$ cat src/imwet_pkg.sv
// Shared types and constants for the interval multiplier.
// No dependencies.
package imwet_pkg;

  localparam int unsigned IN_W     = 32;
  localparam int unsigned OUT_W    = 64;
  localparam int unsigned FACTOR_W = 16;
  localparam int unsigned OFFSET_W = 32;
  localparam int unsigned CFG_W    = 32;
  localparam int unsigned MODE_W   = 2;
  // error magnitude always fits one bit less than the input word
  localparam int unsigned MAG_W    = IN_W - 1;
  localparam int unsigned NSTG     = 6;

  typedef enum logic [0:0] {
    CFG_ERROR_FACTOR    = 1'b0,
    CFG_CONSTANT_OFFSET = 1'b1
  } cfg_idx_e;

  localparam logic [FACTOR_W-1:0] ERROR_FACTOR_RST    = '0;
  localparam logic [OFFSET_W-1:0] CONSTANT_OFFSET_RST = OFFSET_W'(1);

  localparam logic [MODE_W-1:0] MODE_PLAIN   = 2'd0;
  localparam int unsigned       MODE_OFS_BIT = 1;

  typedef enum logic [1:0] {
    CLS_NONNEG,
    CLS_NONPOS,
    CLS_STRADDLE
  } cls_e;

  // load enables, one per pipeline stage
  typedef struct packed {
    logic s1;
    logic s2;
    logic s3;
    logic s4;
    logic s5;
    logic s6;
  } stage_en_t;

endpackage

$ cat src/imwet_cfg.sv
// Configuration registers: error factor and constant offset.
// Depends on imwet_pkg.
module imwet_cfg (
  input  logic                            clk_i,
  input  logic                            rst_ni,
  input  logic                            cfg_we_i,
  input  logic [0:0]                      cfg_index_i,
  input  logic [imwet_pkg::CFG_W-1:0]     cfg_data_i,
  output logic [imwet_pkg::FACTOR_W-1:0]  error_factor_o,
  output logic [imwet_pkg::OFFSET_W-1:0]  constant_offset_o
);

  logic [imwet_pkg::FACTOR_W-1:0] factor_q;
  logic [imwet_pkg::OFFSET_W-1:0] offset_q;

  always_ff @(posedge clk_i or negedge rst_ni) begin
    if (!rst_ni) begin
      factor_q <= imwet_pkg::ERROR_FACTOR_RST;
      offset_q <= imwet_pkg::CONSTANT_OFFSET_RST;
    end else if (cfg_we_i) begin
      case (imwet_pkg::cfg_idx_e'(cfg_index_i))
        imwet_pkg::CFG_ERROR_FACTOR: begin
          factor_q <= cfg_data_i[imwet_pkg::FACTOR_W-1:0];
        end
        imwet_pkg::CFG_CONSTANT_OFFSET: begin
          offset_q <= cfg_data_i[imwet_pkg::OFFSET_W-1:0];
        end
        default: begin
        end
      endcase
    end
  end

  assign error_factor_o    = factor_q;
  assign constant_offset_o = offset_q;

endmodule

$ cat config.mk
export PLATFORM = sky130hd
export DESIGN_NAME = imwet_cfg
export DESIGN_NICKNAME = d
export VERILOG_FILES = /design/src/imwet_pkg.sv /design/src/imwet_cfg.sv
export SDC_FILE = /design/constraint.sdc
export NUM_CORES = 1
export LEC_CHECK = 0
export BUFFER_PORTS_ARGS = -buffer_cell sky130_fd_sc_hd__buf_4
export CAP_MARGIN = 40
export CORE_ASPECT_RATIO = 0.8
export CORE_MARGIN = 3
export CORE_UTILIZATION = 41
export CTS_CLUSTER_DIAMETER = 100
export DETAILED_ROUTE_END_ITERATION = 12
export HOLD_SLACK_MARGIN = 0.15
export PLACE_DENSITY = 0.71
export RECOVER_POWER = 100
export SYNTH_ARGS = -nofsm -noshare
export SYNTH_HDL_FRONTEND = slang
export SYNTH_SLANG_ARGS = --single-unit
$ cat constraint.sdc
create_clock -name clk_i -period 0.9 [get_ports clk_i]
set_clock_uncertainty 0.1 [all_clocks]
set_input_delay 0.27 -clock clk_i [delete_from_list [all_inputs] [get_ports clk_i]]
set_output_delay 0.27 -clock clk_i [all_outputs]
set_load 0.005 [all_outputs]
==> results.cfg <==
[worst_hold_path]
hold_class = in2reg

[placement]
io_buffer_count = 83
dp_cells = 246
gp_congestion = 0.717
place_ws_ns = -0.433
hpwlAfterDp_mm = 3.19

[yosys]
yosysSeqAreaShare_pct = 65.9
postSynthCellCount = 103
synth_nets = 139
synth.cell_area_um2 = 1820
syn_area_per_cell_um2 = 17.7
yosys-top-cells-area = dfrtp_1 (64%), mux2_2 (22%), mux2_4 (8.2%), dfstp_2 (1.4%), mux2_1 (1.2%)
yosys_warnings = 0
synth_top_area_cell = dfrtp_1
synth.ff_latch_count = 48
synth_cell_types = 10
synth_top_cell_area_share_pct = 64.5

[critical_path]
crit_path_max_incr_delay_ns = 0.55
crit_cells = 1
crit_fanout = 2
worstPathRequired_ns = 0.53
r2r_cells = 2
rrSetupSlack_ns = -0.12
endpoint_kind = output pin
cp_slowest_cell = dfstp_2
r2r_end = constant_offset_o[4]$_DFFE_PN0P_
start_kind = flip-flop
r2r_start = constant_offset_o[4]$_DFFE_PN0P_
path_class = reg2out
worstSetupStartpoint = constant_offset_o[0]$_DFFE_PN1P_
arrival_ns = 0.93
crit_chain = buf_6
cp-endpoint = constant_offset_o[0]
path_buf_inv = 1
critPathTopFamily = flip-flops

[clocking]
cts_tree = done
postCtsHoldBufs = 1
cts_sinks = 48
cts_buffer_depth = 2
clock_latency_ns = 0.29
clock-root-buffer = clkbuf_8
h-tree-depth = 2
cts.clk_slew.worst_paths_ns = 0.08
cts_made_buffers = 5

[global_route]
grtUsageTotal_pct = 19.3
antenna_found_initial = 0
grt_max_degree = 24
overflow = 0
grt_pass1_vias = 1465
grt_pass1_wl_mm = 7.58

[floorplan]
coreArea_um2 = 4230
die_width_um = 80.6
ioPinCount = 84
dieArea_um2 = 5290
rows = 21
die_h_um = 65.7
initial_utilization_pct = 43.1

[sta]
hold_viol_final = 0
finalCritPeriodShare_pct = 144
max_slew_margin_pct = 78.7
layout_setup_ws_ns = -0.398
worst_pin_slew_ns = 0.319
setup_violations = 111
max_freq_mhz = 770
rsz0062_at_grt = yes
drv_slew = 0
min_period_ns = 1.30

[detailed_routing]
routed_wl_mm = 4.91
post-route-drc-count = 0
dr.pass1.iters = 6
drtIter0Drc = 54
routed_via_density = 4.59
num_vias = 1307
ant_nets = 0
wl_per_cell_um = 17.2

[final_layout]
fin_nets = 263
final_common_cell = buf_6
area_delta_synth_final_pct = 84.8
final_cell_mix = buf_6 (73), mux2_4 (47), dfrtp_1 (47)
drive_gt1_share_pct = 78.1
diodes = 0
final_cell_count_no_fill = 285

[power]
powerDensity_nw_per_um2 = 1790
power_leakage_uw = 0.00172
ir_drop_v = 0.00102
p_total_uw = 6030

[status]
violations = negative setup slack
status = finished with violations

[run]
drv.max_cap_violation_count = 0
area by class of cell:
cell class	count	area [um2]
Fill cell	243	858
Clock buffer	8	90.1
Multi-Input combinational cell	50	751
Timing Repair Buffer	122	1260
Tap cell	57	71.3
Sequential cell	48	1200
layer usage:
metal	global-route usage [%]	part of all wire [%]	up-vias
li1	-	-	606
met5	0	0	-
met4	5.70	0.98	0
met3	4.93	5.1	7
met1	25.8	42	651
met2	31.3	52	43
flip-flops by register name, indices dropped and copies added, names as in the netlist:
register	count
constant_offset_o	32
error_factor_o	16
repair_timing:
action | in CTS | in global routing
endpoints found under the setup margin | 65 | 85
gates resized for setup | 65 | 24
setup buffers | 25 | 14
hold endpoints to repair | 96 | 48
report_power, final:
part	internal (uW)	switching, uW	total (uW)	leakage (uW)
Sequential	2480	292	2770	0.000562
Clock	627	658	1280	0.0000455
Combinational	1480	489	1970	0.00111
Total	4590	1440	6030	0.00172
logic make-up after synthesis:
group / Yosys count / synth area share, %
flops: 48 / 65.9
simple gates: 2 / 0.549
buf+inv: 5 / 1.85
mux: 48 / 31.7
through the flow:
stage | cell area (um2) | utilization (%) | TNS [ns] | hold WS [ns]
6_report | 3370 | 79.7 | -17.46 | 0.102
5_1_grt | 3370 | 79.7 | -21.37 | 0.0919
4_1_cts | 3260 | 77.0 | -16.43 | 0.0925
3_5_place_dp | 2730 | 64.4 | -15.96 | 0.0187
3_3_place_gp | 2730 | 64.4 | -15.23 | 0.0154
2_1_floorplan | 1990 | - | -7.25 | -0.126
worst register-to-register path, cell delays in order, from the launching register on:
cell and delay [ns]:
dfrtp_1 0.43, buf_6 0.13, mux2_4 0.25
worst min-delay path by stage:
stage,startpoint,cells past startpoint,to,slack (ns)
finish,cfg_data_i[21],2,constant_offset_o[21]$_DFFE_PN0P_,0.10
global route,cfg_data_i[18],2,constant_offset_o[18]$_DFFE_PN0P_,0.09
CTS,cfg_data_i[21],2,constant_offset_o[21]$_DFFE_PN0P_,0.09
detailed placement,rst_ni,1,constant_offset_o[27]$_DFFE_PN0P_,0.02
global placement,rst_ni,1,constant_offset_o[27]$_DFFE_PN0P_,0.02
floorplan,rst_ni,0,constant_offset_o[10]$_DFFE_PN0P_,-0.13
synthesized netlist by cell type:
library cell / count
mux2_1: 2
dfrtp_1: 47
buf_6: 1
mux2_4: 10
buf_2: 3
mux2_2: 36
dfstp_2: 1
buf_4: 1
nor2b_1: 1
nand2_1: 1
No activity file was read; power rests on OpenSTA's default activity.
