## config.mk

```make
export PLATFORM = sky130hd
export DESIGN_NAME = imwet_err
export DESIGN_NICKNAME = d
export VERILOG_FILES = /design/src/imwet_pkg.sv /design/src/imwet_err.sv
export SDC_FILE = /design/constraint.sdc
export NUM_CORES = 2
export LEC_CHECK = 0
export ABC_AREA = 1
export BUFFER_PORTS_ARGS = -buffer_cell sky130_fd_sc_hd__buf_2
export CORE_MARGIN = 1.5
export CORE_UTILIZATION = 45
export CTS_CLUSTER_SIZE = 10
export DETAILED_ROUTE_END_ITERATION = 12
export HOLD_SLACK_MARGIN = 0.1
export PLACE_DENSITY_LB_ADDON = 0.12
export SYNTH_ARGS = -nofsm -noshare
export SYNTH_HDL_FRONTEND = slang
export SYNTH_SLANG_ARGS = --single-unit
```

## constraint.sdc

```tcl
create_clock -name clk_i -period 19.5 [get_ports clk_i]
set_clock_uncertainty 0.05 [all_clocks]
set_input_delay 3.9 -clock clk_i [delete_from_list [all_inputs] [get_ports clk_i]]
set_output_delay 3.9 -clock clk_i [all_outputs]
set_load 0.005 [all_outputs]
```

## src/imwet_pkg.sv

```systemverilog
// Shared types and constants for the interval multiplier.
// No dependencies.
package imwet_pkg;

  localparam int unsigned IN_W     = 32;
  localparam int unsigned OUT_W    = 64;
  localparam int unsigned FACTOR_W = 16;
  localparam int unsigned OFFSET_W = 32;
  localparam int unsigned CFG_W    = 32;
  localparam int unsigned MODE_W   = 2;
  // error magnitude always fits one bit less than the input word
  localparam int unsigned MAG_W    = IN_W - 1;
  localparam int unsigned NSTG     = 6;

  typedef enum logic [0:0] {
    CFG_ERROR_FACTOR    = 1'b0,
    CFG_CONSTANT_OFFSET = 1'b1
  } cfg_idx_e;

  localparam logic [FACTOR_W-1:0] ERROR_FACTOR_RST    = '0;
  localparam logic [OFFSET_W-1:0] CONSTANT_OFFSET_RST = OFFSET_W'(1);

  localparam logic [MODE_W-1:0] MODE_PLAIN   = 2'd0;
  localparam int unsigned       MODE_OFS_BIT = 1;

  typedef enum logic [1:0] {
    CLS_NONNEG,
    CLS_NONPOS,
    CLS_STRADDLE
  } cls_e;

  // load enables, one per pipeline stage
  typedef struct packed {
    logic s1;
    logic s2;
    logic s3;
    logic s4;
    logic s5;
    logic s6;
  } stage_en_t;

endpackage

```

## src/imwet_err.sv

```systemverilog
// Error term path: max|c|, scaling by the factor, rounding up, times b (stages 1-4).
// Depends on imwet_pkg.
module imwet_err (
  input  logic                                clk_i,
  input  imwet_pkg::stage_en_t                en_i,
  input  logic signed [imwet_pkg::IN_W-1:0]   b_neg_low_i,
  input  logic signed [imwet_pkg::IN_W-1:0]   b_high_i,
  input  logic signed [imwet_pkg::IN_W-1:0]   c_neg_low_i,
  input  logic signed [imwet_pkg::IN_W-1:0]   c_high_i,
  input  logic [imwet_pkg::FACTOR_W-1:0]      error_factor_i,
  output logic signed [imwet_pkg::OUT_W-1:0]  term_o
);

  localparam int unsigned EFP_W = imwet_pkg::IN_W + imwet_pkg::FACTOR_W;
  localparam logic [EFP_W-1:0] RND = {{imwet_pkg::IN_W{1'b0}}, {imwet_pkg::FACTOR_W{1'b1}}};

  logic [imwet_pkg::IN_W-1:0]         abs_l, abs_h, amax_d, amax_q;
  logic signed [imwet_pkg::IN_W-1:0]  sel_d, sel1_q, sel2_q, sel3_q;
  logic [EFP_W-1:0]                   efp_d, efp_q, efp_rnd;
  logic [imwet_pkg::MAG_W-1:0]        mag_d, mag_q;
  logic signed [imwet_pkg::OUT_W-1:0] term_d, term_q;

  // stage 1: magnitude of c and the b bound the term scales
  always_comb begin
    abs_l  = c_neg_low_i[imwet_pkg::IN_W-1] ? (~c_neg_low_i + 32'd1) : c_neg_low_i;
    abs_h  = c_high_i[imwet_pkg::IN_W-1] ? (~c_high_i + 32'd1) : c_high_i;
    amax_d = (abs_l > abs_h) ? abs_l : abs_h;
    if (b_neg_low_i <= 32'sd0) begin
      sel_d = b_high_i;
    end else if (b_high_i <= 32'sd0) begin
      sel_d = b_neg_low_i;
    end else begin
      sel_d = (b_neg_low_i > b_high_i) ? b_neg_low_i : b_high_i;
    end
  end

  assign efp_d   = amax_q * error_factor_i;
  assign efp_rnd = efp_q + RND;
  assign mag_d   = efp_rnd[imwet_pkg::FACTOR_W +: imwet_pkg::MAG_W];
  assign term_d  = $signed({1'b0, mag_q}) * sel3_q;

  always_ff @(posedge clk_i) begin
    if (en_i.s1) begin
      amax_q <= amax_d;
      sel1_q <= sel_d;
    end
    if (en_i.s2) begin
      efp_q  <= efp_d;
      sel2_q <= sel1_q;
    end
    if (en_i.s3) begin
      mag_q  <= mag_d;
      sel3_q <= sel2_q;
    end
    if (en_i.s4) begin
      term_q <= term_d;
    end
  end

  assign term_o = term_q;

endmodule

```

==> metrics.txt <==
DRT iter0 DRCs=about 3000; Layout Cells excl Fill=just under 10000; CTS Buf Count=36; register area share after synthesis=~13%; peak fanout along the critical path=32; unrepaired setup endpoints after global routing=no; initial antenna violation count=1; hold_sp=sel2_q[27]$_DFFE_PP_; post-synth top area cell=fa_1; Synth top area share=between 30% and 40%; placed wire-length estimate=roughly 140000 um; dpl ws=9.094 ns; drt drc=0; Syn Area/Cell=around 8 um^2; Setup CP Type=input pin to flop; Top FF cell, synth=edfxtp_1; Max transition margin=34.12%; first-pass GRT wire length=around 290000 um; largest net degree at the start of global routing=roughly 70; post-cts sizing count=0; HP Class=flop to flop; Tot GR Track Use=26.00%; Least-Margin Pin Slew=0.9881 ns; fmax=0.1008 GHz; num rows=~140; Synth cell types=50; Worst EP arrival=between 10 and 15 ns; post-route ant nets=0; crit path time final=between 9 and 10 ns; status=completed; Post-Syn Instances=between 7000 and 8000; Nets=9842; post-route worst setup slack=about 9.6 ns; Post-Syn Nets=roughly 10000; asr flop ratio synth=0%; Die Y=381.0 um; fill cell count=roughly 14000; Clock Latency Late Sink=between 0.6 and 0.7 ns; Setup Buffers After CTS=0; Vias/cell=between 4 and 5; max-slew violation count=0; CTS hold repair buffers=0; H-tree level count=2; Clock Pin Slew Worst Setup and Hold Paths=about 0.050 ns; Setup Viol. Count Final=0; Bufs on Longest Clock Path=3; Fin. Hold Viols=0; share of cells above drive strength 1=4.961%; Final TNS setup=0 ns; routed vias=around 49000; grt ovf=0; fin crit share=about 51%; drt first pass iters=5; critical path startpoint category=input pin; # Max-Cap Violations=0; Port Buffer Count=212; Mapped Area=approximately 64000 um^2; Num Clock Sinks=between 200 and 300; placed insts=roughly 9800; vias in the first global route=approximately 53000; WL final=about 180000 um; DIE WIDTH=about 380 um; die area=between 100000 and 150000 um^2; EDFF count, synth=270; synth top area cells=fa_1 (40%), inv_1 (14%), edfxtp_1 (13%); gpl congestion=0.9295; core area=~140000 um^2; crit path capture type=flop; R2R Path Start=sel3_q[31]$_DFFE_PP_; WL per Instance=18.64 um; Initial Utilization=45.37%; Ys Warns=0; Layout Utilization=just under 50%; crit path from=error_factor_i[1]; P&R area growth vs syn=5.835%; Root Driver=clkbuf_16; CTS tree=built; #FFs+latches synth=270; Ports=between 200 and 250; CP required=19.72 ns
final timing paths:
kind,slack [ns],cells past startpoint,to
worst min-delay path,0.36,0,sel3_q[27]$_DFFE_PP_
worst max register to register,11.54,23,term_o[62]$_DFFE_PP_
worst min register to register,0.36,0,sel3_q[27]$_DFFE_PP_
worst max-delay path,9.58,21,efp_q[31]$_DFFE_PP_
through the flow:
| step | hold slack [ns] | area [um^2] |
|---|---|---|
| floorplan | 0.3503 | 64310 |
| global placement | 0.3535 | 67000 |
| detailed placement | 0.3545 | 67000 |
| CTS | 0.3525 | 68060 |
| global route | 0.3685 | 68060 |
| finish | 0.3552 | 68060 |
sequential cells by signal, summed over array words and instances (netlist names):
name    count
sel2_q     32
mag_q      31
amax_q     32
sel3_q     32
sel1_q     32
efp_q      47
term_o     64
per-layer routing:
layer  up-vias  global-route usage (%)  part of all wire [%]
li1      22760                       -                     -
met1     24610                   32.32                    40
met2      1328                   46.70                    51
met3       287                   2.839                   5.0
met4         2                   8.979                   3.7
met5         -                       0                0.0044
worst max-delay path, stage by stage:
cell and delay [ns]:
buf_2 0.65, nand2_1 0.20, fa_1 0.60, inv_1 0.07
fa_1 0.53, inv_1 0.05, fa_1 0.48, fa_1 0.53
fa_1 0.50, inv_1 0.05, fa_1 0.43, ha_1 0.44
a21oi_1 0.38, nor2_1 0.07, nor2_1 0.15, a21boi_0 0.37
o21ai_0 0.29, nand3_1 0.16, nand2_1 0.06, nand2_1 0.05
nand2_1 0.16
layout make-up:
class	count	area (um^2)	area share, %
Clock buffer	40	915.9	1.346
Clock inverter	12	148.9	0.2188
Tap cell	1890	2365	3.474
Timing Repair Buffer	282	1592	2.338
Inverter	2335	8765	12.88
Antenna cell	1	2.502	0.003677
Multi-Input combinational cell	5003	46170	67.83
Sequential cell	270	8108	11.91
cell families after synthesis:
group | share of synthesized area (%)
XOR/XNOR | 2.447
adder cells (fa/ha/maj) | 49.29
flip-flops | 12.61
AND/OR/NAND/NOR | 16.71
buffers and inverters | 15.61
AO/OA/AOI/OAI | 3.335
Yosys cell counts (6+ instances only):
cell	number
xnor2_1	43
xor2_1	133
o21ai_0	100
a21boi_0	7
nand3_1	159
a21oi_1	168
o211ai_1	6
a21o_1	17
o21ai_1	6
nor4_1	25
a31oi_1	27
o21bai_1	22
buf_6	6
ha_1	479
nor3_1	30
nor3_2	7
edfxtp_1	270
nor2_1	309
clkbuf_1	308
fa_1	1284
or2_2	18
nand2_1	2063
inv_1	2329
nand4_1	39
o21a_1	10
placed cells by master, fill, tap and decap left out, drive strengths merged, types with 2 or more instances in the layout:
cell type and instances:
fa 1284, nand4 41, nor2 312, or2 18, o211ai 6, a21oi 172, ha 479, a21boi 7
buf 282, nand3 164, o2111ai 2, o21bai 22, clkbuf 40, xnor2 43, nand2 2072, a31oi 27
nor4 29, o21ai 111, a21o 17, bufinv 2, o21a 10, edfxtp 270, inv 2335, xor2 135
nor3 38, o221ai 4, clkinv 10, nand3b 4
Power is left out: the tool's default activity adds up to more than one toggle a clock period on the data nets, which glitch-free logic cannot reach.
