## config.mk

```make
export PLATFORM = sky130hd
export DESIGN_NAME = imwet_sat
export DESIGN_NICKNAME = d
export VERILOG_FILES = /design/src/imwet_pkg.sv /design/src/imwet_sat.sv
export SDC_FILE = /design/constraint.sdc
export NUM_CORES = 1
export LEC_CHECK = 0
export BUFFER_PORTS_ARGS = -buffer_cell sky130_fd_sc_hd__buf_4
export CELL_PAD_IN_SITES_DETAIL_PLACEMENT = 1
export CELL_PAD_IN_SITES_GLOBAL_PLACEMENT = 1
export CORE_MARGIN = 1
export CORE_UTILIZATION = 37
export CTS_CLUSTER_SIZE = 30
export DETAILED_ROUTE_END_ITERATION = 12
export PLACE_DENSITY_LB_ADDON = 0.1
export SETUP_SLACK_MARGIN = 0.15
export SYNTH_ARGS = -nofsm -noshare
export SYNTH_HDL_FRONTEND = slang
export SYNTH_SLANG_ARGS = --single-unit
```

## constraint.sdc

```tcl
create_clock -name clk_i -period 6.7 [get_ports clk_i]
set_clock_uncertainty 0.1 [all_clocks]
set_input_delay 0.335 -clock clk_i [delete_from_list [all_inputs] [get_ports clk_i]]
set_output_delay 0.335 -clock clk_i [all_outputs]
set_load 0.05 [all_outputs]
```

## src/imwet_pkg.sv

```systemverilog
// Shared types and constants for the interval multiplier.
// No dependencies.
package imwet_pkg;

  localparam int unsigned IN_W     = 32;
  localparam int unsigned OUT_W    = 64;
  localparam int unsigned FACTOR_W = 16;
  localparam int unsigned OFFSET_W = 32;
  localparam int unsigned CFG_W    = 32;
  localparam int unsigned MODE_W   = 2;
  // error magnitude always fits one bit less than the input word
  localparam int unsigned MAG_W    = IN_W - 1;
  localparam int unsigned NSTG     = 6;

  typedef enum logic [0:0] {
    CFG_ERROR_FACTOR    = 1'b0,
    CFG_CONSTANT_OFFSET = 1'b1
  } cfg_idx_e;

  localparam logic [FACTOR_W-1:0] ERROR_FACTOR_RST    = '0;
  localparam logic [OFFSET_W-1:0] CONSTANT_OFFSET_RST = OFFSET_W'(1);

  localparam logic [MODE_W-1:0] MODE_PLAIN   = 2'd0;
  localparam int unsigned       MODE_OFS_BIT = 1;

  typedef enum logic [1:0] {
    CLS_NONNEG,
    CLS_NONPOS,
    CLS_STRADDLE
  } cls_e;

  // load enables, one per pipeline stage
  typedef struct packed {
    logic s1;
    logic s2;
    logic s3;
    logic s4;
    logic s5;
    logic s6;
  } stage_en_t;

endpackage

```

## src/imwet_sat.sv

```systemverilog
// Saturating additions of error term (stage 5) and offset (stage 6).
// Depends on imwet_pkg.
module imwet_sat (
  input  logic                                clk_i,
  input  imwet_pkg::stage_en_t                en_i,
  input  logic signed [imwet_pkg::OUT_W-1:0]  lo_i,
  input  logic signed [imwet_pkg::OUT_W-1:0]  hi_i,
  input  logic signed [imwet_pkg::OUT_W-1:0]  term_i,
  input  logic                                err_en_i,
  input  logic                                ofs_en_i,
  input  logic [imwet_pkg::OFFSET_W-1:0]      constant_offset_i,
  output logic signed [imwet_pkg::OUT_W-1:0]  res_neg_low_o,
  output logic signed [imwet_pkg::OUT_W-1:0]  res_high_o,
  output logic                                saturated_o
);

  localparam int unsigned W = imwet_pkg::OUT_W;

  // {clip, sum}
  function automatic logic [W:0] sat_add(input logic signed [W-1:0] a,
                                          input logic signed [W-1:0] b);
    logic signed [W-1:0] s;
    logic [W:0]          r;
    s = a + b;
    if ((a[W-1] == b[W-1]) && (s[W-1] != a[W-1])) begin
      r = {1'b1, a[W-1], {(W-1){~a[W-1]}}};
    end else begin
      r = {1'b0, s};
    end
    return r;
  endfunction

  logic signed [W-1:0] term_op, ofs_op;
  logic [W:0]          lo5_r, hi5_r, lo6_r, hi6_r;
  logic signed [W-1:0] lo5_q, hi5_q, lo6_q, hi6_q;
  logic                clip5_q, ofs5_q, clip6_q;

  assign term_op = err_en_i ? term_i : '0;
  assign lo5_r   = sat_add(lo_i, term_op);
  assign hi5_r   = sat_add(hi_i, term_op);

  assign ofs_op  = ofs5_q ? $signed({{(W - imwet_pkg::OFFSET_W){1'b0}}, constant_offset_i})
                          : '0;
  assign lo6_r   = sat_add(lo5_q, ofs_op);
  assign hi6_r   = sat_add(hi5_q, ofs_op);

  always_ff @(posedge clk_i) begin
    if (en_i.s5) begin
      lo5_q   <= lo5_r[W-1:0];
      hi5_q   <= hi5_r[W-1:0];
      clip5_q <= lo5_r[W] | hi5_r[W];
      ofs5_q  <= ofs_en_i;
    end
    if (en_i.s6) begin
      lo6_q   <= lo6_r[W-1:0];
      hi6_q   <= hi6_r[W-1:0];
      clip6_q <= clip5_q | lo6_r[W] | hi6_r[W];
    end
  end

  assign res_neg_low_o = lo6_q;
  assign res_high_o    = hi6_q;
  assign saturated_o   = clip6_q;

endmodule

```

==> results of run 1 <==
[synthesized netlist by cell type, drive strengths merged (7+ instances only)]
master,count,area [um^2]
o21a,28,210.2
o21ai,251,1271
and3,47,294.0
nand4,56,350.3
nor2b,22,137.6
nor3,52,260.3
a21boi,15,112.6
or3,20,125.1
a41oi,13,113.9
nand2b,25,156.4
xor2,93,814.5
a31oi,28,181.4
a31o,12,105.1
buf,33,217.7
o2111ai,8,76.32
a21oi,229,1169
inv,64,240.2
o32ai,8,70.07
a221o,7,70.07
o31a,7,61.31
or2,12,75.08
nor4,18,125.1
o211ai,21,162.6
nor2,111,416.7
o31ai,13,102.6
o221ai,12,105.1
edfxtp,259,7777
a221oi,10,93.84
o21bai,32,244.0
o41ai,7,76.32
xnor2,142,1244
nand4b,7,61.31
a21o,93,698.2
and2,111,694.4
a2111oi,8,95.09
and4,17,148.9
ha,170,2127
nand3,49,245.2
a211oi,15,117.6
nand2,319,1200
clkbuf,119,449.2
[per-stage QoR]
stage	worst slack [ns]	utilization, %	hold WS (ns)
after floorplan	1.835	-	0.3339
after CTS	1.268	44.30	0.04656
after global routing	1.029	44.31	0.08722
after detailed placement	1.238	42.63	0.4016
after global placement	1.347	42.63	0.3892
final	1.322	44.31	0.06788
[registers in the layout (all words and copies together), names as in the netlist]
signal,count
lo5_q,64
ofs5_q,1
saturated_o,1
clip5_q,1
hi5_q,64
res_high_o,64
res_neg_low_o,64
[worst max-delay path: stages, from the launching register on]
cell                       delay, ns
sky130_fd_sc_hd__edfxtp_1       1.02
sky130_fd_sc_hd__and2_1         0.33
sky130_fd_sc_hd__ha_1           0.30
sky130_fd_sc_hd__a21boi_0       0.15
sky130_fd_sc_hd__o21ai_0        0.39
sky130_fd_sc_hd__nand4_1        0.19
sky130_fd_sc_hd__a221o_1        0.44
sky130_fd_sc_hd__a21oi_1        0.32
sky130_fd_sc_hd__o21ai_1        0.20
sky130_fd_sc_hd__a211oi_2       0.82
sky130_fd_sc_hd__or3_2          0.34
sky130_fd_sc_hd__buf_4          0.31
sky130_fd_sc_hd__o21ai_0        0.18
[cell families (layout without fill, tap and decap cells)]
family	Yosys count	count (layout)	synth area share (%)
XOR/XNOR	235	235	8.933
multiplexers	1	1	0.04887
other	0	3	0
AO/OA/AOI/OAI	862	862	24.13
adder cells (fa/ha/maj)	175	175	9.449
buffers and inverters	217	500	3.953
flip-flops	259	259	33.76
AND/OR/NAND/NOR	896	896	19.73
[routing by layer]
metal  share of wire [%]  up-vias  wire length, um
met5               0.015        -               13
met4                 1.6        2             1357
met3                 3.7       65             3219
met2                  43      507            37180
met1                  51    10500            44120
li1                    -    10368                -
[where the power goes]
| part | internal (mW) | switching (mW) | total (mW) |
|---|---|---|---|
| Clock | 0.969 | 0.701 | 1.67 |
| Combinational | 0.955 | 1.77 | 2.72 |
| Sequential | 2.17 | 0.172 | 2.34 |
[area by class of cell]
class	instances	share of cell area [%]
multi-input cells	2169	52.59
flip-flops and latches	259	28.49
repair buffers	378	10.46
well taps	837	3.837
clock buffers	34	2.883
inverters	65	0.8938
clock inverters	23	0.8205
diodes	3	0.02750
[worst paths after layout]
kind	startpoint	to	slack, ns	cells after the start
hold / removal	lo_i[0]	lo5_q[0]	0.07	4
hold reg to reg	clip5_q	saturated_o	0.42	1
setup reg to reg	ofs5_q	res_neg_low_o[53]	1.32	12
setup / recovery	ofs5_q	res_neg_low_o[53]	1.32	12
[what timing repair did]
action / in CTS / in global routing
hold buffers: 2 / 0
setup endpoints to repair: 0 / 0
hold endpoints to repair: 2 / 0
resized for setup: 0 / 0
==> results.rst, run 1 <==
.. list-table::
   :header-rows: 1

   * - Metric
     - Value
   * - WL final
     - 85.90 mm
   * - Setup violation total in the final timing report
     - 0
   * - Skew-Pair Late Insertion Delay
     - 0.60 ns
   * - Die Y-Extent
     - 251.5 um
   * - Global route total overflow
     - 0
   * - IO buf count
     - 357
   * - Global-route met3 utilization
     - 1.909%
   * - Routed WL per cell
     - 22.80 um
   * - First-pass detailed-route iteration total
     - 7
   * - Maximum buffer depth of the clock tree
     - 3
   * - Clock slew at reported path FFs
     - 0.06 ns
   * - Number of failing hold endpoints at the final stage
     - 0
   * - Synthesized area per cell
     - 8.711 um^2
   * - Detailed placement HPWL
     - 70.85 mm
   * - Wire length of the first global-routing pass
     - 130.6 mm
   * - H-tree lvl count
     - 1
   * - Post-synthesis instance area
     - 0.02304 mm^2
   * - Synth warn
     - 0
   * - Timing-limited maximum frequency
     - 0.1860 GHz
   * - Pin count of the biggest net entering global routing
     - 77
   * - Boundary pin count
     - 362
   * - RSZ-0062 raised after global routing
     - no
   * - Worst vdd ir
     - 0.1867 mV
   * - Sort of element at the start of the critical path
     - flip-flop
   * - Part of the cycle the worst path needs
     - 80.26%
   * - GR met2 Demand/Resource
     - 40.43%
   * - Number of setup buffers added after CTS
     - 0
   * - Finished layout cell area
     - 0.02730 mm^2
   * - Class of the most critical setup path
     - flip-flop to flip-flop
   * - Area growth, synth to finish
     - 18.47%
   * - First DRT Iteration DRCs
     - 1384
   * - Cell Pwr Density
     - 246.8 mW/mm^2
   * - Async set-reset flop share out of synthesis
     - 0%
   * - DR vias
     - 21442
   * - Area of all sequential standard cells
     - 0.007777 mm^2
   * - Number of buffers created by CTS
     - 31
   * - Largest fanout on the critical path
     - 36
   * - Vias per inst
     - 5.691
   * - Area taken by multi-input logic gates
     - 0.01435 mm^2
   * - Count of nets left with antenna violations after detail routing
     - 0
   * - Post-route minimum period
     - 5.378 ns
   * - Fill cell count
     - 7189
   * - Prevailing post-synth register cell
     - sky130_fd_sc_hd__edfxtp_1
   * - Result of the run
     - finished clean
   * - Data required time at the worst endpoint
     - 6.91 ns
   * - Die boundary width
     - 251.5 um
   * - Nets
     - 3307
   * - Most used routing layer
     - met1
   * - Core ar.
     - 0.06160 mm^2
   * - CP endpoint kind
     - flip-flop
   * - Cell count after placement
     - 3706
   * - Leading cell types in the layout, fill and taps excluded
     - sky130_fd_sc_hd__buf_4 (375), sky130_fd_sc_hd__nand2_1 (318), sky130_fd_sc_hd__edfxtp_1 (259), sky130_fd_sc_hd__o21ai_0 (236), sky130_fd_sc_hd__a21oi_1 (225)
   * - Most common cell after layout, fill and taps aside
     - sky130_fd_sc_hd__buf_4
   * - Effective utilization at floorplan
     - 37.41%
   * - CTS tree
     - built
   * - CTS sink cnt
     - 259
   * - Ratio of cells with drive above 1 in the final layout
     - 16.43%
   * - Initial antenna violation count
     - 6
   * - Standard cell area after detailed placement
     - 0.02626 mm^2
   * - Total routing resource utilization after global routing
     - 26.56%
   * - Leakage power summed over all cells
     - 11.41 nW
   * - Vias in the first global route
     - 21532
   * - GR met1 Demand/Resource
     - 41.04%
   * - Cell count after synthesis
     - 2645
   * - Flip-flop and latch count after synthesis
     - 259
   * - Die ar.
     - 0.06327 mm^2
   * - Total power of the final layout
     - 6.736 mW
   * - Portion of the post-synthesis area used by sequential elements
     - 33.76%
   * - Non-filler instance count after layout
     - 3768
   * - Number of pins with negative max-slew slack in the final report
     - 0
   * - Final setup TNS
     - 0 ns
   * - Cell at the root of the clock tree
     - sky130_fd_sc_hd__clkbuf_16
   * - Actual slew at the worst max-slew pin
     - 1.125 ns
   * - Slew HR
     - 24.42%
   * - MaxCap Viol Count
     - 0
   * - Worst Path Arrival
     - 5.59 ns
   * - Post-Synthesis Net Count
     - 3048
   * - Standard-cell row count
     - 91
   * - Count of different cell masters after synthesis
     - 97
   * - Number of enable-type register cells in the synthesized netlist
     - 259
   * - Worst hold path class
     - input pin to flip-flop
   * - Residual DRC
     - 0
   * - Routability congestion estimate from global placement
     - 0.9249
Note: power is estimated with default switching activity, not from simulation.
==> inputs of run 2 (changes only) <==
==> constraint.sdc (replaced) <==
create_clock -name clk_i -period 5.2 [get_ports clk_i]
set_clock_uncertainty 0.1 [all_clocks]
set_input_delay 0.26 -clock clk_i [delete_from_list [all_inputs] [get_ports clk_i]]
set_output_delay 0.26 -clock clk_i [all_outputs]
set_load 0.05 [all_outputs]
==> run 2 against run 1 <==
  * Power up 31%
  * Clock-buffer cell count shrank 1
  * Sequential share of layout area fell by 0.37 points
  * Hold slack lost 0.049 ns
  * Combinational power increased by 30%
  * Worst setup slack got worse by 0.79 ns
  * Non-clock buffer count up 29
  * Sequential cell count unchanged
  * Critical path type unchanged
  * Largest cell class unchanged
==> results.rst, run 2 (same netlist as run 1, synthesis figures left out) <==
.. list-table::
   :header-rows: 1

   * - Metric
     - Value
   * - Standard-cell row count
     - 91 (unchanged)
   * - Count of nets left with antenna violations after detail routing
     - 0 (unchanged)
   * - Part of the cycle the worst path needs
     - 89.76% (+9.5 points)
   * - Vias per inst
     - 5.676 (-0.25%)
   * - Timing-limited maximum frequency
     - 0.2142 GHz (+15%)
   * - Wire length of the first global-routing pass
     - 130.3 mm (-0.26%)
   * - Leakage power summed over all cells
     - 11.61 nW (+1.7%)
   * - Clock slew at reported path FFs
     - 0.06 ns (about the same)
   * - Detailed placement HPWL
     - 71.55 mm (+0.98%)
   * - Slew HR
     - 27.21% (+2.8 points)
   * - Post-route minimum period
     - 4.668 ns (-0.7099 ns)
   * - RSZ-0062 raised after global routing
     - no
   * - Fill cell count
     - 7187 (-0.028%)
   * - Area taken by multi-input logic gates
     - 0.01435 mm^2 (unchanged)
   * - CTS tree
     - built
   * - Startpoint of the tightest hold check path
     - hi_i[63]
   * - Cell Pwr Density
     - 320.1 mW/mm^2 (+30%)
   * - Total routing resource utilization after global routing
     - 26.67% (+0.11 points)
   * - Initial antenna violation count
     - 7 (+1)
   * - Number of pins with negative max-slew slack in the final report
     - 0 (unchanged)
   * - MaxCap Viol Count
     - 0 (unchanged)
   * - Die Y-Extent
     - 251.5 um (unchanged)
   * - Destination of the worst register-to-register timing path
     - res_high_o[49]
   * - Global route total overflow
     - 0 (unchanged)
   * - Worst vdd ir
     - 0.2859 mV (+53%)
   * - Clock power share
     - 25.8% (+1.0 points)
   * - Routability congestion estimate from global placement
     - 0.9289 (+0.43%)
   * - Die boundary width
     - 251.5 um (unchanged)
   * - Crit path max-delay cell type
     - sky130_fd_sc_hd__edfxtp_1
   * - Number of cells on the worst reg-to-reg path
     - 14 (+2)
   * - Final hold slack
     - 0.01856 ns (-0.04932 ns)
   * - Internal
     - 5.440 mW (+33%)
   * - Effective utilization at floorplan
     - 37.41% (unchanged)
   * - WL final
     - 87.09 mm (+1.4%)
   * - Cells traversed along the worst timing path
     - buf_4 -> and2_1 -> ha_1 -> o21ai_0 -> a21oi_1 -> nand3_1 -> o21ai_0 -> a21o_1 -> a41oi_1 -> o21ai_0 -> and2_1 -> and3_1 -> and3_1 -> o21ai_0
   * - Proportion of power drawn by combinational gates
     - 40.0% (-0.4 points)
   * - Final setup TNS
     - 0 ns (unchanged)
   * - Nets
     - 3336 (+0.88%)
   * - Boundary pin count
     - 362 (unchanged)
   * - Worst Hold End
     - hi5_q[63]
   * - Largest stage delay, worst path
     - 0.67 ns (-0.35 ns)
   * - Worst Path Arrival
     - 4.84 ns (-0.75 ns)
   * - Setup violation total in the final timing report
     - 0 (unchanged)
   * - Internal reg-to-reg setup slack
     - 0.53 ns (-0.79 ns)
   * - Cell count after placement
     - 3733 (+0.73%)
   * - Pin count of the biggest net entering global routing
     - 130 (+69%)
   * - Worst hold stages
     - 3 (-1)
   * - Residual DRC
     - 0 (unchanged)
   * - Class of the most critical setup path
     - flip-flop to flip-flop
   * - Worst R2R Start
     - ofs5_q
   * - Worst Setup Slack, final
     - 0.5322 ns (-0.7901 ns)
   * - Sequential power share
     - 34.1% (-0.7 points)
   * - Final core utilization
     - 44.90% (+0.59 points)
   * - Area growth, synth to finish
     - 20.04%
   * - Maximum buffer depth of the clock tree
     - 3 (unchanged)
   * - Power spent charging and discharging nets
     - 3.414 mW (+29%)
   * - Number of setup buffers added after CTS
     - 0 (unchanged)
   * - IO buf count
     - 357 (unchanged)
   * - First-pass detailed-route iteration total
     - 5 (-2)
   * - Pre-CTS setup slack
     - 0.2334 ns (-1.005 ns)
   * - CP endpoint kind
     - flip-flop
   * - Number of buffers created by CTS
     - 31 (unchanged)
   * - Leading cell types in the layout, fill and taps excluded
     - sky130_fd_sc_hd__buf_4 (396), sky130_fd_sc_hd__nand2_1 (318), sky130_fd_sc_hd__edfxtp_1 (259), sky130_fd_sc_hd__o21ai_0 (236), sky130_fd_sc_hd__a21oi_1 (225)
   * - Largest fanout on the critical path
     - 19 (-47%)
   * - Ratio of cells with drive above 1 in the final layout
     - 17.24% (+0.81 points)
   * - Worst hold path class
     - input pin to flip-flop
   * - Number of failing hold endpoints at the final stage
     - 0 (unchanged)
   * - Area of all sequential standard cells
     - 0.007777 mm^2 (unchanged)
   * - Cell with the most instances on the worst path
     - sky130_fd_sc_hd__o21ai_0
   * - DR vias
     - 21565 (+0.57%)
   * - CTS sink cnt
     - 259 (unchanged)
   * - Actual slew at the worst max-slew pin
     - 1.084 ns (-0.04148 ns)
   * - H-tree lvl count
     - 1 (unchanged)
   * - Non-filler instance count after layout
     - 3799 (+0.82%)
   * - Data required time at the worst endpoint
     - 5.37 ns (-1.54 ns)
   * - First DRT Iteration DRCs
     - 1358 (-1.9%)
   * - Result of the run
     - finished clean
   * - Die ar.
     - 0.06327 mm^2 (unchanged)
   * - Most common cell after layout, fill and taps aside
     - sky130_fd_sc_hd__buf_4
   * - Cell at the root of the clock tree
     - sky130_fd_sc_hd__clkbuf_16
   * - Switching power as a share of total power
     - 38.56% (-0.65 points)
   * - Vias in the first global route
     - 21640 (+0.50%)
   * - Core ar.
     - 0.06160 mm^2 (unchanged)
   * - Sort of element at the start of the critical path
     - flip-flop
   * - Skew-Pair Late Insertion Delay
     - 0.59 ns (about the same)
   * - Routed WL per cell
     - 22.92 um (+0.56%)
run 2: cell types whose count changed in the layout (fill, tap and decap cells not counted), sizes merged, moves of 2 or more:
cell,before,now
buf,376,403
bufinv,3,6
inv,69,66
dlygate4sd3,2,4
run 2: area by class of cell:
class                      instances  area share, %
multi-input combinational       2169          51.90
sequential                       259          28.12
timing repair buffer             407          11.40
tap                              837          3.786
clock buffer                      33          2.832
clock inverter                    25          1.049
inverter                          65         0.8821
antenna                            4        0.03619
run 2: layer usage:
layer / GRT usage, % / routed length (um) / part of all wire (%) / vias up
met4: 6.864 / 2109 / 2.4 / 4
met2: 40.51 / 37350 / 43 / 512
met1: 40.17 / 43950 / 50 / 10518
met3: 2.455 / 3659 / 4.2 / 100
li1: - / - / - / 10431
met5: 0 / 27 / 0.031 / -
run 2: through the flow:
step | total power, mW | area (um^2)
4_1_cts | 8.893 | 27650
5_1_grt | 9.264 | 27660
3_3_place_gp | 6.501 | 26540
6_report | 8.854 | 27660
2_1_floorplan | 5.321 | 23040
3_5_place_dp | 6.563 | 26540
run 2: worst max path at each step:
stage	startpoint	end	slack, ns	cells after the start
2_1_floorplan	err_en_i	hi5_q[60]	0.41	24
3_3_place_gp	err_en_i	hi5_q[57]	0.26	15
3_5_place_dp	err_en_i	lo5_q[23]	0.23	15
4_1_cts	ofs5_q	res_high_o[49]	0.53	14
5_1_grt	ofs5_q	res_high_o[49]	0.22	14
6_report	ofs5_q	res_high_o[49]	0.53	14
run 2: timing repair:
| item | 4_1_cts | 5_1_grt |
|---|---|---|
| resized for setup | 0 | 0 |
| hold endpoints to repair | 4 | 0 |
| hold buffers | 4 | 0 |
run 2: critical path, delay by kind of cell (launching register included):
kind / cells / cell delay (ns)
buf+inv: 1 / 0.32
compound gates: 7 / 1.53
simple gates: 5 / 1.45
flops: 1 / 0.67
fa+ha+maj: 1 / 0.28
run 2: power by group through the flow:
| stage | sequential [mW] | clock [mW] | combinational [mW] |
|---|---|---|---|
| floorplan | 3.57 | 0 | 1.75 |
| global placement | 3.05 | 0 | 3.45 |
| detailed placement | 3.06 | 0 | 3.50 |
| CTS | 3.02 | 2.34 | 3.53 |
| global route | 3.05 | 2.40 | 3.82 |
| finish | 3.02 | 2.29 | 3.54 |
==> inputs of run 3 (changes only) <==
==> constraint.sdc (replaced) <==
create_clock -name clk_i -period 5.9 [get_ports clk_i]
set_clock_uncertainty 0.1 [all_clocks]
set_input_delay 0.295 -clock clk_i [delete_from_list [all_inputs] [get_ports clk_i]]
set_output_delay 0.295 -clock clk_i [all_outputs]
set_load 0.05 [all_outputs]
==> run 3 against run 2 <==
  * Clock power is 12% lower
  * First-iteration DRC count grew 5.5%
  * Largest power group unchanged
  * Design area is 0.94% lower
  * Sequential share of layout area grew 0.27 points
==> results.rst, run 3 (same netlist as run 1, synthesis figures left out) <==
.. list-table::
   :header-rows: 1

   * - Metric
     - Value
   * - Internal reg-to-reg setup slack
     - 1.06 ns (+0.53 ns)
   * - Finished layout cell area
     - 0.02740 mm^2 (-0.94%)
   * - Worst Path Arrival
     - 5.10 ns (+0.26 ns)
   * - Die Y-Extent
     - 251.5 um (unchanged)
   * - Standard cell area after detailed placement
     - 0.02631 mm^2 (-0.86%)
   * - Vias per inst
     - 5.740 (+1.1%)
   * - Worst Hold End
     - lo5_q[0]
   * - Startpoint of the tightest hold check path
     - lo_i[0]
   * - Count of hold buffers inserted by post-cts repair
     - 3 (-1)
   * - Effective utilization at floorplan
     - 37.41% (unchanged)
   * - Ratio of cells with drive above 1 in the final layout
     - 16.54% (-0.71 points)
   * - Largest stage delay, worst path
     - 0.67 ns (about the same)
   * - CTS tree
     - built
   * - DR vias
     - 21653 (+0.41%)
   * - Clock slew at reported path FFs
     - 0.06 ns (about the same)
   * - Final setup TNS
     - 0 ns (unchanged)
   * - Worst R2R Start
     - ofs5_q
   * - Slew HR
     - 37.66% (+10 points)
   * - H-tree lvl count
     - 1 (unchanged)
   * - Number of cells on the worst reg-to-reg path
     - 16 (+2)
   * - Part of the cycle the worst path needs
     - 82.05% (-7.7 points)
   * - Worst path bufs/invs
     - 3 (+2)
   * - CP endpoint kind
     - flip-flop
   * - Class of the most critical setup path
     - flip-flop to flip-flop
   * - Cell at the root of the clock tree
     - sky130_fd_sc_hd__clkbuf_16
   * - Cell with the most instances on the worst path
     - sky130_fd_sc_hd__buf_4
   * - Pin count of the biggest net entering global routing
     - 130 (unchanged)
   * - WL final
     - 85.65 mm (-1.7%)
   * - Number of pins with negative max-slew slack in the final report
     - 0 (unchanged)
   * - Worst vdd ir
     - 0.2180 mV (-24%)
   * - Largest fanout on the critical path
     - 19 (unchanged)
   * - Leading cell types in the layout, fill and taps excluded
     - sky130_fd_sc_hd__buf_4 (379), sky130_fd_sc_hd__nand2_1 (318), sky130_fd_sc_hd__edfxtp_1 (259), sky130_fd_sc_hd__o21ai_0 (236), sky130_fd_sc_hd__a21oi_1 (225)
   * - Nets
     - 3313 (-0.69%)
   * - Crit-path leading delay family
     - compound AO/OA/AOI/OAI gates
   * - Cell Pwr Density
     - 283.1 mW/mm^2 (-12%)
   * - Fill cell count
     - 7246 (+0.82%)
   * - Actual slew at the worst max-slew pin
     - 0.9351 ns (-0.1484 ns)
   * - Cells traversed along the worst timing path
     - buf_4 -> and2_1 -> ha_1 -> nand3_1 -> o221ai_1 -> or3_1 -> o21bai_1 -> o221ai_1 -> a31o_2 -> a31o_2 -> a21oi_1 -> buf_4 -> nor4bb_1 -> buf_4 -> nand2_1 -> mux2_2
   * - Result of the run
     - finished clean
   * - First DRT Iteration DRCs
     - 1433 (+5.5%)
   * - Destination of the worst register-to-register timing path
     - res_neg_low_o[62]
   * - CTS sink cnt
     - 259 (unchanged)
   * - MaxCap Viol Count
     - 0 (unchanged)
   * - Die ar.
     - 0.06327 mm^2 (unchanged)
   * - Maximum buffer depth of the clock tree
     - 3 (unchanged)
   * - Total power of the final layout
     - 7.757 mW (-12%)
   * - Post-route minimum period
     - 4.841 ns (+0.1730 ns)
   * - Die boundary width
     - 251.5 um (unchanged)
   * - Timing-limited maximum frequency
     - 0.2066 GHz (-3.6%)
   * - RSZ-0062 raised after global routing
     - no
   * - Routability congestion estimate from global placement
     - 0.9304 (+0.16%)
   * - Wire length of the first global-routing pass
     - 129.0 mm (-0.96%)
   * - Crit path max-delay cell type
     - sky130_fd_sc_hd__edfxtp_1
   * - Skew-Pair Late Insertion Delay
     - 0.61 ns (+0.02 ns)
   * - Standard-cell row count
     - 91 (unchanged)
   * - Residual DRC
     - 0 (unchanged)
   * - Total routing resource utilization after global routing
     - 26.16% (-0.51 points)
   * - Area growth, synth to finish
     - 18.92%
   * - Data required time at the worst endpoint
     - 6.16 ns (+0.79 ns)
   * - Cell depth of the worst setup path
     - 16 (+2)
   * - Global route total overflow
     - 0 (unchanged)
   * - Detailed placement HPWL
     - 70.49 mm (-1.5%)
   * - Total of cells resized after clock tree synthesis
     - 0 (unchanged)
   * - Number of buffers created by CTS
     - 31 (unchanged)
   * - Number of setup buffers added after CTS
     - 0 (unchanged)
   * - Routed WL per cell
     - 22.71 um (-0.95%)
   * - Most common cell after layout, fill and taps aside
     - sky130_fd_sc_hd__buf_4
   * - Core ar.
     - 0.06160 mm^2 (unchanged)
   * - IO buf count
     - 357 (unchanged)
   * - Worst hold path class
     - input pin to flip-flop
   * - First-pass detailed-route iteration total
     - 6 (+1)
   * - Boundary pin count
     - 362 (unchanged)
   * - Number of failing hold endpoints at the final stage
     - 0 (unchanged)
   * - First element of the critical path
     - ofs5_q
   * - Sort of element at the start of the critical path
     - flip-flop
   * - Worst hold stages
     - 4 (+1)
   * - Leakage power summed over all cells
     - 11.47 nW (-1.2%)
   * - Count of nets left with antenna violations after detail routing
     - 0 (unchanged)
   * - Initial antenna violation count
     - 5 (-2)
   * - Vias in the first global route
     - 21493 (-0.68%)
   * - Setup violation total in the final timing report
     - 0 (unchanged)
==> run 3: power breakdown <==
| group | internal, mW | total, mW | switching (mW) |
|---|---|---|---|
| Clock | 1.22 | 2.01 | 0.784 |
| Combinational | 1.09 | 3.10 | 2.01 |
| Sequential | 2.47 | 2.66 | 0.190 |
| Total | 4.77 | 7.76 | 2.98 |
==> run 3: routing by layer <==
layer	vias to the layer above	track usage, %	share of wire [%]
li1	10390	-	-
met4	4	5.645	1.9
met2	557	39.78	43
met5	-	0	0.036
met1	10616	39.72	50
met3	86	2.548	4.8
==> run 3: cell type report <==
type	count	area, um^2	share of cell area (%)
multi-input cells	2169	14350	52.39
flip-flops and latches	259	7777	28.38
repair buffers	384	2915	10.64
well taps	837	1047	3.822
clock buffers	36	794.5	2.900
clock inverters	20	262.8	0.9589
inverters	65	244.0	0.8905
diodes	2	5.005	0.01827
==> run 3: worst max path at each step <==
stage / end
floorplan: hi5_q[60]
detailed placement: hi5_q[49]
finish: res_neg_low_o[62]
global route: res_neg_low_o[62]
CTS: res_neg_low_o[62]
global placement: hi5_q[56]
==> run 3: worst reg2reg max path: cells and delay by family (launching register included) <==
| kind | cells | cell delay [ns] |
|---|---|---|
| adders and majority gates | 1 | 0.31 |
| and+or+nand+nor | 5 | 0.93 |
| muxes | 1 | 0.33 |
| AOI/OAI and AO/OA | 6 | 1.46 |
| DFF | 1 | 0.67 |
| buffers and inverters | 3 | 0.81 |
==> run 3: stage by stage <==
stage	setup slack [ns]	util (%)	instances	hold slack, ns
2_1_floorplan	1.075	-	2645	0.2939
3_3_place_gp	0.9340	42.71	3711	0.3736
3_5_place_dp	0.7448	42.71	3711	0.3745
4_1_cts	1.041	44.47	3770	0.009006
5_1_grt	0.7920	44.48	3772	0.05461
6_report	1.059	44.48	3772	0.02819
